### config.mk
export PLATFORM = sky130hd
export DESIGN_NAME = circular_fifo_with_tail_match_unit
export DESIGN_NICKNAME = d
export VERILOG_FILES = /design/src/design/cfifo_tm_pkg.sv /design/src/design/cfifo_tm_front.sv /design/src/design/cfifo_tm_queue.sv /design/src/design/cfifo_tm_back.sv /design/src/design/circular_fifo_with_tail_match_unit.sv
export SDC_FILE = /design/constraint.sdc
export NUM_CORES = 1
export LEC_CHECK = 0
export ABC_CLOCK_PERIOD_IN_PS = 6200
export BUFFER_PORTS_ARGS = -buffer_cell sky130_fd_sc_hd__buf_4
export CAP_MARGIN = 30
export CELL_PAD_IN_SITES_DETAIL_PLACEMENT = 0
export CELL_PAD_IN_SITES_GLOBAL_PLACEMENT = 1
export CORE_ASPECT_RATIO = 0.9
export CORE_MARGIN = 2
export CORE_UTILIZATION = 47
export DETAILED_ROUTE_END_ITERATION = 10
export PLACE_DENSITY_LB_ADDON = 0.1
export SLEW_MARGIN = 20
export SYNTH_ARGS = -nofsm -noshare
export SYNTH_HDL_FRONTEND = slang
export SYNTH_SLANG_ARGS = --single-unit
### constraint.sdc
create_clock -name clk -period 6.2 [get_ports clk]
set_clock_uncertainty 0.2 [all_clocks]
set_input_delay 0.62 -clock clk [delete_from_list [all_inputs] [get_ports clk]]
set_output_delay 0.62 -clock clk [all_outputs]
set_load 0.02 [all_outputs]
### src/design/cfifo_tm_pkg.sv
package cfifo_tm_pkg;

    // fixed field widths of a request and of the capacity register
    localparam int FUNC_W    = 2;
    localparam int SEQ_LEN_W = 7;
    localparam int SEQ_IDX_W = 6;
    localparam int CAP_W     = 7;
    localparam int STATUS_W  = 3;

    // operation codes as they arrive on func
    typedef enum logic [FUNC_W-1:0] {
        OP_PUSH  = 2'd0,
        OP_POP   = 2'd1,
        OP_CLEAR = 2'd2,
        OP_MATCH = 2'd3
    } op_t;

    // result status codes
    typedef enum logic [STATUS_W-1:0] {
        ST_OK       = 3'd0,
        ST_FULL     = 3'd1,
        ST_EMPTY    = 3'd2,
        ST_TOO_LONG = 3'd3,
        ST_MISMATCH = 3'd4
    } status_t;

    // classified request handed from the front end to the execution side
    typedef struct packed {
        op_t                  op;
        logic [SEQ_LEN_W-1:0] seq_length;
        logic [SEQ_IDX_W-1:0] seq_index;
        logic                 seq_last;
        logic                 idx_in_range;
    } cmd_t;

    // execution side sequencer
    typedef enum logic {
        BACK_IDLE,
        BACK_EXEC
    } back_state_t;

endpackage

### src/design/cfifo_tm_front.sv
module cfifo_tm_front #(
    parameter int ELEM_WIDTH = 8
) (
    input  logic                             start,
    input  logic                             busy,
    input  logic [cfifo_tm_pkg::FUNC_W-1:0]    func,
    input  logic [ELEM_WIDTH-1:0]            data_in,
    input  logic [cfifo_tm_pkg::SEQ_LEN_W-1:0] seq_length,
    input  logic [cfifo_tm_pkg::SEQ_IDX_W-1:0] seq_index,
    input  logic                             seq_last,
    output logic                             push,
    output cfifo_tm_pkg::cmd_t               cmd,
    output logic [ELEM_WIDTH-1:0]            data
);
    import cfifo_tm_pkg::*;

    op_t op_dec;

    // request is taken whenever the queue has room
    assign push = start && !busy;

    // decode the operation code
    always_comb
    begin
        unique case (func)
            OP_PUSH:  op_dec = OP_PUSH;
            OP_POP:   op_dec = OP_POP;
            OP_CLEAR: op_dec = OP_CLEAR;
            default:  op_dec = OP_MATCH;
        endcase
    end

    // classify the request; the index check needs no stored state
    always_comb
    begin
        cmd.op           = op_dec;
        cmd.seq_length   = seq_length;
        cmd.seq_index    = seq_index;
        cmd.seq_last     = seq_last;
        cmd.idx_in_range = SEQ_LEN_W'(seq_index) < seq_length;
    end

    assign data = data_in;

endmodule

### src/design/cfifo_tm_queue.sv
module cfifo_tm_queue #(
    parameter int ELEM_WIDTH = 8
) (
    input  logic                  clk,
    input  logic                  rst_n,
    input  logic                  push,
    input  cfifo_tm_pkg::cmd_t    push_cmd,
    input  logic [ELEM_WIDTH-1:0] push_data,
    input  logic                  pop,
    output logic                  head_valid,
    output cfifo_tm_pkg::cmd_t    head_cmd,
    output logic [ELEM_WIDTH-1:0] head_data,
    output logic                  full
);
    import cfifo_tm_pkg::*;

    cmd_t                  cmd_slot_reg [2];
    logic [ELEM_WIDTH-1:0] data_slot_reg [2];
    logic                  wr_ptr_reg;
    logic                  wr_ptr_next;
    logic                  rd_ptr_reg;
    logic                  rd_ptr_next;
    logic [1:0]            fill_reg;
    logic [1:0]            fill_next;

    assign head_valid = (fill_reg != 2'd0);
    assign full       = (fill_reg == 2'd2);
    assign head_cmd   = cmd_slot_reg[rd_ptr_reg];
    assign head_data  = data_slot_reg[rd_ptr_reg];

    // pointer and fill bookkeeping
    always_comb
    begin
        wr_ptr_next = push ? ~wr_ptr_reg : wr_ptr_reg;
        rd_ptr_next = pop  ? ~rd_ptr_reg : rd_ptr_reg;
        fill_next   = fill_reg;
        if (push && !pop)
        begin
            fill_next = fill_reg + 2'd1;
        end
        else if (pop && !push)
        begin
            fill_next = fill_reg - 2'd1;
        end
    end

    always_ff @(posedge clk or negedge rst_n)
    begin
        if (!rst_n)
        begin
            wr_ptr_reg <= 1'b0;
            rd_ptr_reg <= 1'b0;
            fill_reg   <= 2'd0;
        end
        else
        begin
            wr_ptr_reg <= wr_ptr_next;
            rd_ptr_reg <= rd_ptr_next;
            fill_reg   <= fill_next;
        end
    end

    // slot storage
    always_ff @(posedge clk)
    begin
        if (push)
        begin
            cmd_slot_reg[wr_ptr_reg]  <= push_cmd;
            data_slot_reg[wr_ptr_reg] <= push_data;
        end
    end

endmodule

### src/design/cfifo_tm_back.sv
module cfifo_tm_back #(
    parameter int DEPTH      = 64,
    parameter int ELEM_WIDTH = 8,
    parameter int CNT_W      = $clog2(DEPTH + 1)
) (
    input  logic                              clk,
    input  logic                              rst_n,
    input  logic                              cfg_we,
    input  logic [cfifo_tm_pkg::CAP_W-1:0]    cfg_data,
    input  logic                              q_valid,
    input  cfifo_tm_pkg::cmd_t                q_cmd,
    input  logic [ELEM_WIDTH-1:0]             q_data,
    output logic                              q_pop,
    output logic                              done,
    output logic [cfifo_tm_pkg::STATUS_W-1:0] status,
    output logic [ELEM_WIDTH-1:0]             data_out,
    output logic [CNT_W-1:0]                  count,
    output logic                              verdict_final
);
    import cfifo_tm_pkg::*;

    localparam int PTR_W = (DEPTH > 1) ? $clog2(DEPTH) : 1;
    localparam int CMP_W = (CNT_W > SEQ_LEN_W) ? CNT_W : SEQ_LEN_W;
    localparam int SUM_W = CMP_W + 2;

    // element store
    logic [ELEM_WIDTH-1:0] mem [DEPTH];
    logic [ELEM_WIDTH-1:0] rd_data_reg;
    logic                  rd_en;
    logic [PTR_W-1:0]      rd_addr;
    logic                  mem_we;

    // sequencer and latched request
    back_state_t           state_reg;
    back_state_t           state_next;
    cmd_t                  cmd_reg;
    cmd_t                  cmd_next;
    logic [ELEM_WIDTH-1:0] data_reg;
    logic [ELEM_WIDTH-1:0] data_next;

    // buffer state
    logic [CNT_W-1:0]      cap_reg;
    logic [CNT_W-1:0]      cap_next;
    logic [PTR_W-1:0]      wr_ptr_reg;
    logic [PTR_W-1:0]      wr_ptr_next;
    logic [PTR_W-1:0]      rd_ptr_reg;
    logic [PTR_W-1:0]      rd_ptr_next;
    logic [CNT_W-1:0]      stored_reg;
    logic [CNT_W-1:0]      stored_next;
    logic                  mismatch_reg;
    logic                  mismatch_next;

    // result registers
    logic                  done_reg;
    logic                  done_next;
    status_t               status_reg;
    status_t               status_next;
    logic [ELEM_WIDTH-1:0] dout_reg;
    logic [ELEM_WIDTH-1:0] dout_next;
    logic [CNT_W-1:0]      count_reg;
    logic [CNT_W-1:0]      count_next;
    logic                  verdict_reg;
    logic                  verdict_next;

    // helpers
    logic [CMP_W-1:0]      cfg_ext;
    logic [SUM_W-1:0]      pos_sum;
    logic [SUM_W-1:0]      pos_wrap;
    logic                  head_too_long;
    logic                  too_long;

    // step a pointer round the ring of slots in use
    function automatic logic [PTR_W-1:0] advance(input logic [PTR_W-1:0] p,
                                                 input logic [CNT_W-1:0] cap);
        logic [CNT_W:0] inc;
        inc = (CNT_W + 1)'(p) + 1'b1;
        return (inc >= (CNT_W + 1)'(cap)) ? '0 : PTR_W'(inc);
    endfunction

    assign done          = done_reg;
    assign status        = status_reg;
    assign data_out      = dout_reg;
    assign count         = count_reg;
    assign verdict_final = verdict_reg;

    // clamp the written capacity into 1..DEPTH
    always_comb
    begin
        cfg_ext = CMP_W'(cfg_data);
        priority if (cfg_ext == '0)
        begin
            cap_next = CNT_W'(1);
        end
        else if (cfg_ext > CMP_W'(DEPTH))
        begin
            cap_next = CNT_W'(DEPTH);
        end
        else
        begin
            cap_next = CNT_W'(cfg_ext);
        end
    end

    // slot of a tail-match element: read pointer plus offset of the tail plus index
    always_comb
    begin
        head_too_long = CMP_W'(q_cmd.seq_length) > CMP_W'(stored_reg);
        pos_sum = SUM_W'(rd_ptr_reg)
                + SUM_W'(CMP_W'(stored_reg) - CMP_W'(q_cmd.seq_length))
                + SUM_W'(q_cmd.seq_index);
        pos_wrap = (pos_sum >= SUM_W'(cap_reg)) ? pos_sum - SUM_W'(cap_reg) : pos_sum;
    end

    // next state and outputs of the sequencer
    always_comb
    begin
        state_next    = state_reg;
        cmd_next      = cmd_reg;
        data_next     = data_reg;
        wr_ptr_next   = wr_ptr_reg;
        rd_ptr_next   = rd_ptr_reg;
        stored_next   = stored_reg;
        mismatch_next = mismatch_reg;
        done_next     = 1'b0;
        status_next   = status_reg;
        dout_next     = dout_reg;
        count_next    = count_reg;
        verdict_next  = verdict_reg;
        q_pop         = 1'b0;
        rd_en         = 1'b0;
        rd_addr       = rd_ptr_reg;
        mem_we        = 1'b0;
        too_long      = CMP_W'(cmd_reg.seq_length) > CMP_W'(stored_reg);

        unique case (state_reg)
            BACK_IDLE:
            begin
                // take the head request and read the slot it needs
                if (q_valid)
                begin
                    q_pop      = 1'b1;
                    cmd_next   = q_cmd;
                    data_next  = q_data;
                    rd_en      = 1'b1;
                    rd_addr    = (q_cmd.op == OP_MATCH && !head_too_long)
                               ? PTR_W'(pos_wrap) : rd_ptr_reg;
                    state_next = BACK_EXEC;
                end
            end
            BACK_EXEC:
            begin
                done_next    = 1'b1;
                status_next  = ST_OK;
                dout_next    = '0;
                verdict_next = 1'b0;
                unique case (cmd_reg.op)
                    OP_PUSH:
                    begin
                        if (stored_reg >= cap_reg)
                        begin
                            status_next = ST_FULL;
                        end
                        else
                        begin
                            mem_we      = 1'b1;
                            wr_ptr_next = advance(wr_ptr_reg, cap_reg);
                            stored_next = stored_reg + 1'b1;
                        end
                    end
                    OP_POP:
                    begin
                        if (stored_reg == '0)
                        begin
                            status_next = ST_EMPTY;
                        end
                        else
                        begin
                            dout_next   = rd_data_reg;
                            rd_ptr_next = advance(rd_ptr_reg, cap_reg);
                            stored_next = stored_reg - 1'b1;
                        end
                    end
                    OP_CLEAR:
                    begin
                        wr_ptr_next   = '0;
                        rd_ptr_next   = '0;
                        stored_next   = '0;
                        mismatch_next = 1'b0;
                    end
                    OP_MATCH:
                    begin
                        if (too_long)
                        begin
                            mismatch_next = 1'b1;
                        end
                        else if (cmd_reg.idx_in_range && rd_data_reg != data_reg)
                        begin
                            mismatch_next = 1'b1;
                        end
                        if (too_long)
                        begin
                            status_next = ST_TOO_LONG;
                        end
                        else if (mismatch_next)
                        begin
                            status_next = ST_MISMATCH;
                        end
                        if (cmd_reg.seq_last)
                        begin
                            verdict_next  = 1'b1;
                            mismatch_next = 1'b0;
                        end
                    end
                    default:
                    begin
                        status_next = ST_OK;
                    end
                endcase
                count_next = stored_next;
                state_next = BACK_IDLE;
            end
            default:
            begin
                state_next = BACK_IDLE;
            end
        endcase
    end

    // control and buffer state; a capacity write empties the buffer
    always_ff @(posedge clk or negedge rst_n)
    begin
        if (!rst_n)
        begin
            state_reg    <= BACK_IDLE;
            cap_reg      <= CNT_W'(DEPTH);
            wr_ptr_reg   <= '0;
            rd_ptr_reg   <= '0;
            stored_reg   <= '0;
            mismatch_reg <= 1'b0;
            done_reg     <= 1'b0;
        end
        else
        begin
            state_reg <= state_next;
            done_reg  <= done_next;
            if (cfg_we)
            begin
                cap_reg      <= cap_next;
                wr_ptr_reg   <= '0;
                rd_ptr_reg   <= '0;
                stored_reg   <= '0;
                mismatch_reg <= 1'b0;
            end
            else
            begin
                wr_ptr_reg   <= wr_ptr_next;
                rd_ptr_reg   <= rd_ptr_next;
                stored_reg   <= stored_next;
                mismatch_reg <= mismatch_next;
            end
        end
    end

    // request and result payload
    always_ff @(posedge clk)
    begin
        cmd_reg     <= cmd_next;
        data_reg    <= data_next;
        status_reg  <= status_next;
        dout_reg    <= dout_next;
        count_reg   <= count_next;
        verdict_reg <= verdict_next;
    end

    // element store with registered read
    always_ff @(posedge clk)
    begin
        if (mem_we)
        begin
            mem[wr_ptr_reg] <= data_reg;
        end
        if (rd_en)
        begin
            rd_data_reg <= mem[rd_addr];
        end
    end

    // a result only follows an execute cycle
    a_done_after_exec: assert property (@(posedge clk) disable iff (!rst_n)
        done_reg |-> $past(state_reg == BACK_EXEC))
        else $error("result strobe without an execute cycle");

    // stored count never exceeds the capacity in use
    a_count_in_cap: assert property (@(posedge clk) disable iff (!rst_n)
        stored_reg <= cap_reg)
        else $error("stored count above capacity");

    // both pointers stay inside the ring
    a_ptr_in_cap: assert property (@(posedge clk) disable iff (!rst_n)
        (CNT_W'(wr_ptr_reg) < cap_reg) && (CNT_W'(rd_ptr_reg) < cap_reg))
        else $error("pointer outside slots in use");

    // a final verdict carries a match status only
    a_verdict_status: assert property (@(posedge clk) disable iff (!rst_n)
        (done_reg && verdict_reg) |->
            (status_reg == ST_OK || status_reg == ST_MISMATCH ||
             status_reg == ST_TOO_LONG))
        else $error("verdict with a non-match status");

endmodule

### src/design/circular_fifo_with_tail_match_unit.sv
// FIFO of ELEM_WIDTH-bit elements with a tail-match operation. A request is
// taken at a clock edge where start is high and busy is low; it lands in a
// two-entry queue, and busy is high only while that queue is full. The
// execution side handles one request at a time, in an IDLE and an EXEC state:
// the first reads the element store (registered read port), the second
// updates pointers and count and registers the result. It takes the next
// request only when through with the last, as the single element store is
// read, then updated. An accepted request passes the queue slot, the
// element-store read and the result registers. Each result is shown for
// exactly one cycle with done high; the receiver cannot stall it. Writing
// the capacity register (cfg_we, cfg_data; 0 is taken as 1, values above
// DEPTH as DEPTH) empties the buffer and must only happen while idle.
module circular_fifo_with_tail_match_unit #(
    parameter int DEPTH      = 64,
    parameter int ELEM_WIDTH = 8
) (
    input  logic                               clk,
    input  logic                               rst_n,
    input  logic                               cfg_we,
    input  logic [cfifo_tm_pkg::CAP_W-1:0]     cfg_data,
    input  logic                               start,
    output logic                               busy,
    input  logic [cfifo_tm_pkg::FUNC_W-1:0]    func,
    input  logic [ELEM_WIDTH-1:0]              data_in,
    input  logic [cfifo_tm_pkg::SEQ_LEN_W-1:0] seq_length,
    input  logic [cfifo_tm_pkg::SEQ_IDX_W-1:0] seq_index,
    input  logic                               seq_last,
    output logic                               done,
    output logic [cfifo_tm_pkg::STATUS_W-1:0]  status,
    output logic [ELEM_WIDTH-1:0]              data_out,
    output logic [$clog2(DEPTH+1)-1:0]         count,
    output logic                               verdict_final
);
    import cfifo_tm_pkg::*;

    localparam int CNT_W = $clog2(DEPTH + 1);

    logic                  push;
    cmd_t                  push_cmd;
    logic [ELEM_WIDTH-1:0] push_data;
    logic                  q_valid;
    cmd_t                  q_cmd;
    logic [ELEM_WIDTH-1:0] q_data;
    logic                  q_pop;
    logic                  q_full;

    assign busy = q_full;

    // accept and classify requests
    cfifo_tm_front #(
        .ELEM_WIDTH (ELEM_WIDTH)
    ) u_front (
        .start      (start),
        .busy       (q_full),
        .func       (func),
        .data_in    (data_in),
        .seq_length (seq_length),
        .seq_index  (seq_index),
        .seq_last   (seq_last),
        .push       (push),
        .cmd        (push_cmd),
        .data       (push_data)
    );

    // decoupling queue
    cfifo_tm_queue #(
        .ELEM_WIDTH (ELEM_WIDTH)
    ) u_queue (
        .clk        (clk),
        .rst_n      (rst_n),
        .push       (push),
        .push_cmd   (push_cmd),
        .push_data  (push_data),
        .pop        (q_pop),
        .head_valid (q_valid),
        .head_cmd   (q_cmd),
        .head_data  (q_data),
        .full       (q_full)
    );

    // execution side with the element store
    cfifo_tm_back #(
        .DEPTH      (DEPTH),
        .ELEM_WIDTH (ELEM_WIDTH),
        .CNT_W      (CNT_W)
    ) u_back (
        .clk           (clk),
        .rst_n         (rst_n),
        .cfg_we        (cfg_we),
        .cfg_data      (cfg_data),
        .q_valid       (q_valid),
        .q_cmd         (q_cmd),
        .q_data        (q_data),
        .q_pop         (q_pop),
        .done          (done),
        .status        (status),
        .data_out      (data_out),
        .count         (count),
        .verdict_final (verdict_final)
    );

endmodule

==> results of run 1 <==
synth_stat cells, types with 6 or more instances:
cell type / number / area share
edfxtp_1: 608 / 0.66
nand2_1: 417 / 0.056
nand3_1: 179 / 0.032
a21oi_1: 102 / 0.018
nor2_1: 101 / 0.014
ha_1: 58 / 0.026
inv_1: 57 / 0.0077
mux2i_1: 54 / 0.019
clkbuf_1: 46 / 0.0062
buf_2: 43 / 0.0077
o21ai_0: 39 / 0.0070
dfrtp_1: 32 / 0.029
nand4_1: 31 / 0.0070
a22oi_1: 28 / 0.0076
mux2_2: 25 / 0.010
nand2b_1: 22 / 0.0049
xnor2_1: 19 / 0.0060
a21boi_0: 18 / 0.0049
xor2_1: 15 / 0.0047
a21o_1: 14 / 0.0038
and2_1: 14 / 0.0031
buf_1: 13 / 0.0018
a211oi_1: 12 / 0.0032
a31oi_1: 12 / 0.0027
or3_1: 12 / 0.0027
buf_6: 11 / 0.0045
nand3b_1: 10 / 0.0027
a2111oi_0: 9 / 0.0028
fa_1: 9 / 0.0065
o211a_1: 9 / 0.0032
o21ai_1: 9 / 0.0016
o32a_1: 9 / 0.0032
a32oi_1: 8 / 0.0025
and4_1: 8 / 0.0025
nor2b_1: 8 / 0.0018
nor3_1: 8 / 0.0014
a2bb2oi_1: 7 / 0.0022
o21a_1: 7 / 0.0019
or2_2: 7 / 0.0016
nor4_1: 6 / 0.0013
through the flow:
stage / instances / area, um2 / worst slack, ns / total power [mW]
6_report: 3233 / 33800 / -0.2401 / 18.51
3_3_place_gp: 3038 / 30200 / -1.337 / 13.27
4_1_cts: 3216 / 33360 / -0.2572 / 18.02
3_5_place_dp: 3040 / 30210 / -1.024 / 13.34
2_1_floorplan: 2151 / 27840 / 0.09271 / 10.15
5_1_grt: 3232 / 33790 / -0.4313 / 19.47
kinds of logic after synthesis:
group,share of synthesized area
AOI/OAI and AO/OA,0.07351
xor gates and xnor gates,0.01070
adders and majority gates,0.03255
buffers and inverters,0.02904
DFF,0.6857
muxes,0.03291
and+or+nand+nor,0.1355
timing repair:
item,in CTS,in global routing
hold endpoints to repair,80,0
setup buffers,28,18
setup endpoints to repair,8,8
gates resized for setup,104,69
cloned,5,0
hold buffers,25,0
pin swaps,53,61
placed cells by master (no fill, tap or decap), drive strengths merged, types with 21 or more instances in the layout:
master       Yosys  layout
mux2i           54      54
a22oi           29      29
a21oi          102     102
nand2b          22      22
edfxtp         608     608
o21ai           48      48
dlygate4sd3      0      25
nand2          418     418
buf             71     274
clkbuf          46      93
inv             58      62
nand4           31      31
nand3          179     179
clkinv           0      21
dfrtp           32      32
nor2           101     101
ha              58      58
mux2            32      32
metal layers:
| layer | vias to the layer above | routed length [um] | track usage |
|---|---|---|---|
| met5 | - | 9 | 0 |
| met4 | 2 | 2215 | 0.07602 |
| met3 | 130 | 4891 | 0.04250 |
| met2 | 676 | 35700 | 0.3959 |
| met1 | 9202 | 34020 | 0.3665 |
| li1 | 8448 | - | - |
final timing paths:
kind                                                 startpoint                               end  slack (ns)  cells after the start
worst max-delay path             u_queue.rd_ptr_reg$_DFFE_PN0P_   u_back.rd_data_reg[5]$_DFFE_PP_       -0.24                     29
worst min-delay path                                cfg_data[2]     u_back.cap_reg[2]$_DFFE_PN0P_        0.08                      3
worst max register to register   u_queue.rd_ptr_reg$_DFFE_PN0P_   u_back.rd_data_reg[5]$_DFFE_PP_       -0.24                     29
worst min register to register  u_queue.fill_reg[1]$_DFFE_PN0P_   u_queue.fill_reg[1]$_DFFE_PN0P_        0.30                      1
max in group asynchronous                                 rst_n  u_back.wr_ptr_reg[5]$_DFFE_PN0P_        5.09                      2
min in group asynchronous                                 rst_n    u_queue.wr_ptr_reg$_DFFE_PN0P_        0.33                      2
final cells by class:
class / instances / area (um2)
fill: 4777 / 24640
sequential: 641 / 19080
multi-input combinational: 1335 / 8608
timing repair buffer: 304 / 2849
clock buffer: 92 / 1873
tap: 774 / 968.4
inverter: 58 / 217.7
clock inverter: 28 / 192.7
antenna: 1 / 2.502
worst reg2reg max path: cells and delay by family (launching register included):
| kind | cells | cell delay [ns] |
|---|---|---|
| AO/OA/AOI/OAI | 7 | 1.24 |
| XOR/XNOR | 1 | 0.13 |
| adder cells (fa/ha/maj) | 6 | 1.91 |
| buffers and inverters | 7 | 0.72 |
| flip-flops | 1 | 0.41 |
| multiplexers | 1 | 0.34 |
| AND/OR/NAND/NOR | 7 | 1.27 |
power by group:
part | internal [mW] | switching, mW
sequential | 5.69 | 0.223
combinational | 3.97 | 4.79
clock | 2.17 | 1.67
==> impl_metrics.ini, run 1 <==
[detailed_routing]
drtAntennaViolNets = 0
drt-total-wl_mm = 76.84
drc = 0
viasPerCell = 5.709
wire_per_inst_um = 23.77
drtPass1Iterations = 6
drt_iter0_drc = 2012
vias = 18458

[die]
initial_core_util = 0.4763
core_um2 = 58440
io_pins = 56
dieArea_um2 = 61180
rows = 84
die_h_um = 234.9
fp.dieW_um = 260.5

[worst_setup_path]
required_ns = 6.37
path_class = flip-flop to flip-flop
end_kind = flip-flop
cp_max_fo = 19
cp_slowest_stage_delay_ns = 0.43
crit_arrival_ns = 6.61
crit_family = adder cells
start_kind = flip-flop
critPathSlowestCell = fa_2
critical_path_buf_inv_count = 7
crit_top_cell = inv_2

[yosys]
synth_edf_count = 608
synth.ff_latch_count = 641
ys_warn_count = 0
synth_cells = 2151
syn-num-nets = 2253
synth_ff_type = edfxtp_1
async_flop_share = 0.05148
netlist_area_um2 = 27830
syn_avg_cell_area_um2 = 12.94
ys_seq_area_frac = 0.6857
ys_types = 68

[min_path]
hold_class = input pin to flip-flop

[status]
violations = setup timing
outcome = finished, violations left

[cts]
clockBufferDepth = 3
cts_made_buffers = 68
cts_tree = built
cts_max_level = 3
path_clk_slew_ns = 0.06
root_buffer = clkbuf_16
worstSkewPairLatency_ns = 0.61
cts_sinks = 641

[final_layout]
largest_reg_flops = 512
drive_above_1_share = 0.2107
syn_to_final_growth_pct = 21.44
fin_util = 0.5783
nets = 2510

[timing]
fin_ws_ns = -0.2401
worstMarginPinSlew_ns = 0.9552
hold_viol_final = 0
rsz0062_at_grt = true
setup_viol = 8
timing.fmax_mhz = 155.3
finalSetupTns_ns = -1.599
fin_crit_sh = 1.039
slew_violations = 0
min_period_ns = 6.440
whs_ns = 0.08242
slew_headroom = 0.3632

[global_route]
grt_pass1_vias = 18374
grt_pass1_wl_mm = 115.7
overflow = 0
antenna_found_initial = 1
grt_usage = 0.2539
grt_max_degree = 76

[power]
ir_drop_v = 0.0006413
p_leak_nw = 12.32
p_per_area_nw_per_um2 = 547.6

[placement]
routabilityCongestion = 0.8632
dp_hpwl_mm = 47.52
numPortBuffers = 55

[flow_run]
maxCapViolations = 0
Note: power is estimated with default switching activity, not from simulation.
==> inputs of run 2 (changes only) <==
SYNTH_HIERARCHICAL = 1   (was default)
==> run 2 against run 1 <==
The flow still finishes with violations (setup timing). Global-route usage about the same. Synthesized cell count is 3.4% lower. Critical path depth shrank 6. Sequential power barely moved. Total power rose by 11%. Critical path type unchanged. Highest routed layer is now met4.
==> impl_metrics.ini, run 2 <==
[placement]
dp_slack_ns = -0.4022
routabilityCongestion = 0.8885
dp.cells = 2930
dp_hpwl_mm = 50.42
numPortBuffers = 55

[yosys]
syn-num-nets = 2180
synth.ff_latch_count = 641
ys_seq_area_frac = 0.6797
synth_ff_type = edfxtp_1
yosys.area.top_type = edfxtp_1
synthTopCellsByArea = edfxtp_1 65%, nand2_1 4.9%, mux2i_1 4.0%, nand3_1 3.5%, dfrtp_1 2.9%
synth_edf_count = 608
syn_avg_cell_area_um2 = 13.51
ys_types = 78
synth_commonest_cells = 608 x edfxtp_1, 364 x nand2_1, 196 x nand3_1
netlist_area_um2 = 28080
yosysMostFrequentCell = edfxtp_1
synth_cells = 2078
ys_warn_count = 6
async_flop_share = 0.05148
synth_top_area_frac = 0.6502

[worst_setup_path]
required_ns = 6.35
reg2reg_to = u_back/rd_data_reg[5]$_DFFE_PP_
start_kind = flip-flop
crit_arrival_ns = 6.55
endpoint = u_back/rd_data_reg[5]$_DFFE_PP_
r2r_slack_ns = -0.20
startpoint = u_queue/rd_ptr_reg$_DFFE_PN0P_
r2r_cells = 23
cp_max_fo = 6
r2r_start = u_queue/rd_ptr_reg$_DFFE_PN0P_
end_kind = flip-flop
path_class = flip-flop to flip-flop

[flow_run]
maxCapViolations = 0

[power]
internal_power_mw = 12.64
combPwrFrac = 0.514
p_per_area_nw_per_um2 = 611.2
pwr-share-clk = 0.197
pwr-share-seq = 0.289
p_leak_nw = 12.13
switching_share = 0.3848
p_switching_mw = 7.903
ir_drop_v = 0.0007157

[die]
fp.dieW_um = 261.6
io_pins = 56
die_h_um = 235.9
initial_core_util = 0.4779
rows = 84
core_um2 = 58750
dieArea_um2 = 61720

[detailed_routing]
drc = 0
vias = 18053
routed.top_layer = met4
routed-wl-met2_mm = 35.86
viasPerCell = 5.790
drt-total-wl_mm = 78.16
drt-met1-wl_mm = 35.65
wire_per_inst_um = 25.07
drtPass1Iterations = 5
drt_iter0_drc = 1846
dr_wl_met3_mm = 4.686
drtAntennaViolNets = 0

[final_layout]
final_common_cell = edfxtp_1
syn_to_final_growth_pct = 19.70
seq_area_um2 = 19080
final_cell_mix = 608 x edfxtp_1, 359 x nand2_1, 206 x buf_4, 190 x nand3_1, 105 x mux2i_1
multiInputGateArea_um2 = 8642
nFillCells = 4737
nets = 2391
largest_reg_flops = 512
drive_above_1_share = 0.2130
final_cells = 3118

[status]
outcome = finished, violations left
violations = setup timing

[min_path]
hold_class = input pin to flip-flop
hold_start = seq_index[4]

[cts]
cts_max_level = 3
path_clk_slew_ns = 0.06
worstSkewPairLatency_ns = 0.60
cts_tree = built
cts_made_buffers = 69
cts_sinks = 641
clockBufferDepth = 3
root_buffer = clkbuf_16

[global_route]
grt_pass1_wl_mm = 115.0
overflow = 0
grt_usage = 0.2535
antenna_found_initial = 3
grt_pass1_vias = 17659
grt_max_degree = 45

[timing]
finalSetupTns_ns = -1.117
worstMarginPinSlew_ns = 1.059
rsz0062_at_grt = true
whs_ns = 0.02897
fin_crit_sh = 1.033
fin_ws_ns = -0.2031
min_period_ns = 6.403
timing.fmax_mhz = 156.2
hold_viol_final = 0
slew_headroom = 0.2938
setup_viol = 8
slew_violations = 0
[run 2: cell count changes in the layout (fill, tap and decap cells not counted), moves of 10 or more]
cell       before  now
buf_4         230  206
nand2_1       415  359
inv_1          52   38
a21oi_1        89   33
o211ai_1        2   26
or3_1          12    1
mux2_2         22    9
nand3_1       174  190
nand4_1        31   18
mux2_4          9   20
mux2i_1        47  105
clkbuf_16      69   79
[run 2: cell type report]
class | instances | area share
antenna | 1 | 0.00007445
clock buffer | 92 | 0.05889
clock inverter | 33 | 0.007781
inverter | 43 | 0.004914
multi-input combinational | 1269 | 0.2571
sequential | 641 | 0.5678
tap | 774 | 0.02881
timing repair buffer | 265 | 0.07457
[run 2: power groups by stage]
| stage | combinational [mW] | clock (mW) | sequential, mW |
|---|---|---|---|
| floorplan | 4.77 | 0 | 6.30 |
| finish | 10.6 | 4.05 | 5.93 |
| global placement | 8.34 | 0 | 6.01 |
| global route | 11.3 | 4.29 | 5.96 |
| detailed placement | 8.41 | 0 | 6.02 |
| CTS | 9.12 | 4.12 | 5.93 |
[run 2: repair_timing]
| item | 4_1_cts | 5_1_grt |
|---|---|---|
| gates cloned | 4 | 5 |
| buffers inserted | 16 | 17 |
| setup endpoints to repair | 8 | 8 |
| resized for setup | 50 | 73 |
| endpoints found under the hold margin | 70 | 0 |
| hold buffers | 20 | 0 |
| pin swaps | 18 | 39 |
[run 2: how the worst min path moves through the flow]
stage                                                      end  slack, ns  cells after the start
after floorplan                  u_back/cap_reg[0]$_DFFE_PN0P_       0.12                      0
after global placement         u_queue/fill_reg[1]$_DFFE_PN0P_       0.27                      1
after detailed placement       u_queue/fill_reg[1]$_DFFE_PN0P_       0.29                      1
after CTS                 u_queue/cmd_slot_reg[1][3]$_DFFE_PP_      0.005                      1
after global routing      u_queue/cmd_slot_reg[0][6]$_DFFE_PP_       0.01                      1
final                     u_queue/cmd_slot_reg[1][6]$_DFFE_PP_       0.03                      1
[run 2: cells by family after synthesis]
| family | Yosys count | synth area share |
|---|---|---|
| flip-flops | 641 | 0.6797 |
| AND/OR/NAND/NOR | 771 | 0.1242 |
| buffers and inverters | 169 | 0.03440 |
| multiplexers | 142 | 0.05459 |
| XOR/XNOR | 35 | 0.01092 |
| AO/OA/AOI/OAI | 253 | 0.06399 |
| adder cells (fa/ha/maj) | 67 | 0.03226 |
[run 2: through the flow]
step             util  area, um2  power [mW]
6_report       0.5721      33610       20.54
3_5_place_dp   0.5111      30030       14.43
5_1_grt        0.5720      33610       21.55
2_1_floorplan       -      28080       11.07
3_3_place_gp   0.5111      30030       14.35
4_1_cts        0.5608      32950       19.17
[run 2: per-layer routing]
layer,vias to the layer above,global-route usage
met2,578,0.3886
met1,9215,0.3754
met4,0,0.06818
met3,110,0.04116
met5,-,0
li1,8150,-
[run 2: critical path, cell delays in order (launching register included)]
cell and delay, ns:
dfrtp_1 0.40, mux2_4 0.33, ha_4 0.18, fa_2 0.44, xnor2_2 0.18, fa_2 0.62
ha_4 0.21, a21o_1 0.18, a21oi_4 0.14, xnor2_2 0.10, ha_1 0.38, nand3_4 0.09
a31o_4 0.21, a32oi_2 0.22, buf_4 0.18, clkinvlp_4 0.18, a211o_4 0.42, and2_4 0.21
clkbuf_16 0.17, nand2_1 0.07, a21oi_1 0.10, a311oi_1 0.45, o211ai_1 0.28, and4_1 0.21
==> inputs of run 3 (changes only) <==
ABC_CLOCK_PERIOD_IN_PS = 7900   (was 6200)
clock period = 7.9 ns   (was 6.2 ns; I/O delays follow)
==> run 3 against run 2 <==
Global-route usage shrank 1.3 points. Combinational power shrank 46%. Sequential power shrank 20%. Largest power group unchanged. Total power shrank 33%. Via count shrank 5.6%. Cell count shrank 5.5%. Routed wire length shrank 6.1%. Critical path depth shrank 2. The run now ends clean. Critical endpoint is now u_back/rd_data_reg[6]$_DFFE_PP_. Utilization shrank 3.8 points. Clock power shrank 19%. Critical path type unchanged.
==> impl_metrics.ini, run 3 (same netlist as run 2, synthesis figures left out) <==
[detailed_routing]
viasPerCell = 5.786
vias = 17050
drtAntennaViolNets = 0
drc = 0
drt_iter0_drc = 1684
drt-total-wl_mm = 73.36
wire_per_inst_um = 24.89
drtPass1Iterations = 7

[cts]
cts_made_buffers = 67
clockBufferDepth = 3
cts_tree = built
cts_max_level = 3
postCtsHoldBufs = 1
root_buffer = clkbuf_16
worstSkewPairLatency_ns = 0.62
post_cts_buffers = 0
cts_sinks = 641
cts-resized-gates = 0
path_clk_slew_ns = 0.06

[timing]
setup_viol = 0
hold_viol_final = 0
fin_crit_sh = 0.9328
rsz0062_at_grt = false
finalSetupTns_ns = 0
slew_violations = 0
timing.fmax_mhz = 135.7
fin_ws_ns = 0.5308
min_period_ns = 7.369
worstMarginPinSlew_ns = 1.039
slew_headroom = 0.3057

[min_path]
hold_class = input pin to flip-flop

[final_layout]
diodes = 0
syn_to_final_growth_pct = 11.78
largest_reg_flops = 512
final_cell_mix = 608 x edfxtp_1, 364 x nand2_1, 196 x nand3_1, 113 x mux2i_1, 101 x nor2_1
final_area_um2 = 31390
drive_above_1_share = 0.1247
fin_util = 0.5342
seq_area_um2 = 19080
nets = 2224
nFillCells = 4894
multiInputGateArea_um2 = 8066
final_cells = 2947
final_common_cell = edfxtp_1

[die]
rows = 84
die_h_um = 235.9
dieArea_um2 = 61720
io_pins = 56
fp.dieW_um = 261.6
core_um2 = 58750
initial_core_util = 0.4779

[global_route]
grt_max_degree = 65
grt_pass1_wl_mm = 108.3
overflow = 0
grt_pass1_vias = 16434
grt_usage = 0.2405
antenna_found_initial = 3

[placement]
routabilityCongestion = 0.8905
dp.cells = 2826
dp_hpwl_mm = 47.50
dp_slack_ns = 0.6567
numPortBuffers = 55
placed_area_um2 = 29100

[power]
p_switching_mw = 5.298
combPwrFrac = 0.418
p_per_area_nw_per_um2 = 438.0
pwr-share-seq = 0.344
switching_share = 0.3854
p_leak_nw = 11.11
pwr-share-clk = 0.238
ir_drop_v = 0.0004931
internal_power_mw = 8.450

[worst_setup_path]
cp_max_fo = 59
start_kind = flip-flop
crit_arrival_ns = 7.53
path_class = flip-flop to flip-flop
critical_path_buf_inv_count = 2
critPathSlowestCell = and3_4
path_cells = mux2_4, ha_1, fa_1, xnor2_1, fa_1, ha_1, a21o_1, a21oi_1, xnor2_1, ha_1, nand3_1, a31o_2, a32oi_1, inv_1, nand4_1, and3_4, buf_12, mux2i_1, o211ai_1, o2111ai_1, nor4b_2
crit_family = adder cells
end_kind = flip-flop
cp_slowest_stage_delay_ns = 0.86
crit_top_cell = ha_1
required_ns = 8.06

[flow_run]
maxCapViolations = 0

[status]
outcome = finished clean
run 3: worst register-to-register path, cell delays in order, from the launching register on:
cell       delay, ns
dfrtp_1         0.58
mux2_4          0.36
ha_1            0.23
fa_1            0.41
xnor2_1         0.23
fa_1            0.47
ha_1            0.33
a21o_1          0.16
a21oi_1         0.16
xnor2_1         0.11
ha_1            0.35
nand3_1         0.12
a31o_2          0.24
a32oi_1         0.38
inv_1           0.21
nand4_1         0.22
and3_4          0.86
buf_12          0.36
mux2i_1         0.16
o211ai_1        0.31
o2111ai_1       0.36
nor4b_2         0.31
run 3: worst paths after layout:
check | from | to | slack [ns] | cells after the start
setup reg to reg | u_queue/rd_ptr_reg$_DFFE_PN0P_ | u_back/rd_data_reg[6]$_DFFE_PP_ | 0.53 | 21
hold reg to reg | u_queue/fill_reg[1]$_DFFE_PN0P_ | u_queue/fill_reg[1]$_DFFE_PN0P_ | 0.28 | 1
min in group asynchronous | rst_n | u_queue/wr_ptr_reg$_DFFE_PN0P_ | 0.50 | 2
max in group asynchronous | rst_n | u_back/cap_reg[6]$_DFFE_PN1P_ | 6.63 | 2
setup / recovery | u_queue/rd_ptr_reg$_DFFE_PN0P_ | u_back/rd_data_reg[6]$_DFFE_PP_ | 0.53 | 21
hold / removal | data_in[4] | u_queue/data_slot_reg[0][4]$_DFFE_PP_ | 0.16 | 1
run 3: power groups by stage:
stage | registers [mW] | clock network [mW] | logic, mW
CTS | 4.74 | 3.34 | 5.72
global route | 4.76 | 3.46 | 6.29
global placement | 4.80 | 0 | 5.64
finish | 4.74 | 3.27 | 5.74
floorplan | 4.94 | 0 | 3.74
detailed placement | 4.81 | 0 | 5.69
run 3: final cells by class:
class / count / area share
Multi-Input combinational cell: 1268 / 0.2570
Clock buffer: 82 / 0.05688
Sequential cell: 641 / 0.6080
Clock inverter: 38 / 0.01563
Tap cell: 774 / 0.03085
Inverter: 43 / 0.005142
Timing Repair Buffer: 101 / 0.02647
run 3: per-stage QoR:
step / hold WS [ns] / total power [mW]
finish: 0.1558 / 13.75
global route: 0.1332 / 14.51
CTS: 0.1252 / 13.80
detailed placement: 0.2756 / 10.50
global placement: 0.2671 / 10.44
floorplan: 0.2474 / 8.685
run 3: routing by layer:
layer,share of wire,routed length (um),up-vias,track usage
met5,0.00018,13,-,0
met4,0.028,2040,2,0.07421
met3,0.065,4788,122,0.04771
met2,0.44,32310,563,0.3523
met1,0.47,34210,8550,0.3611
li1,-,-,7813,-
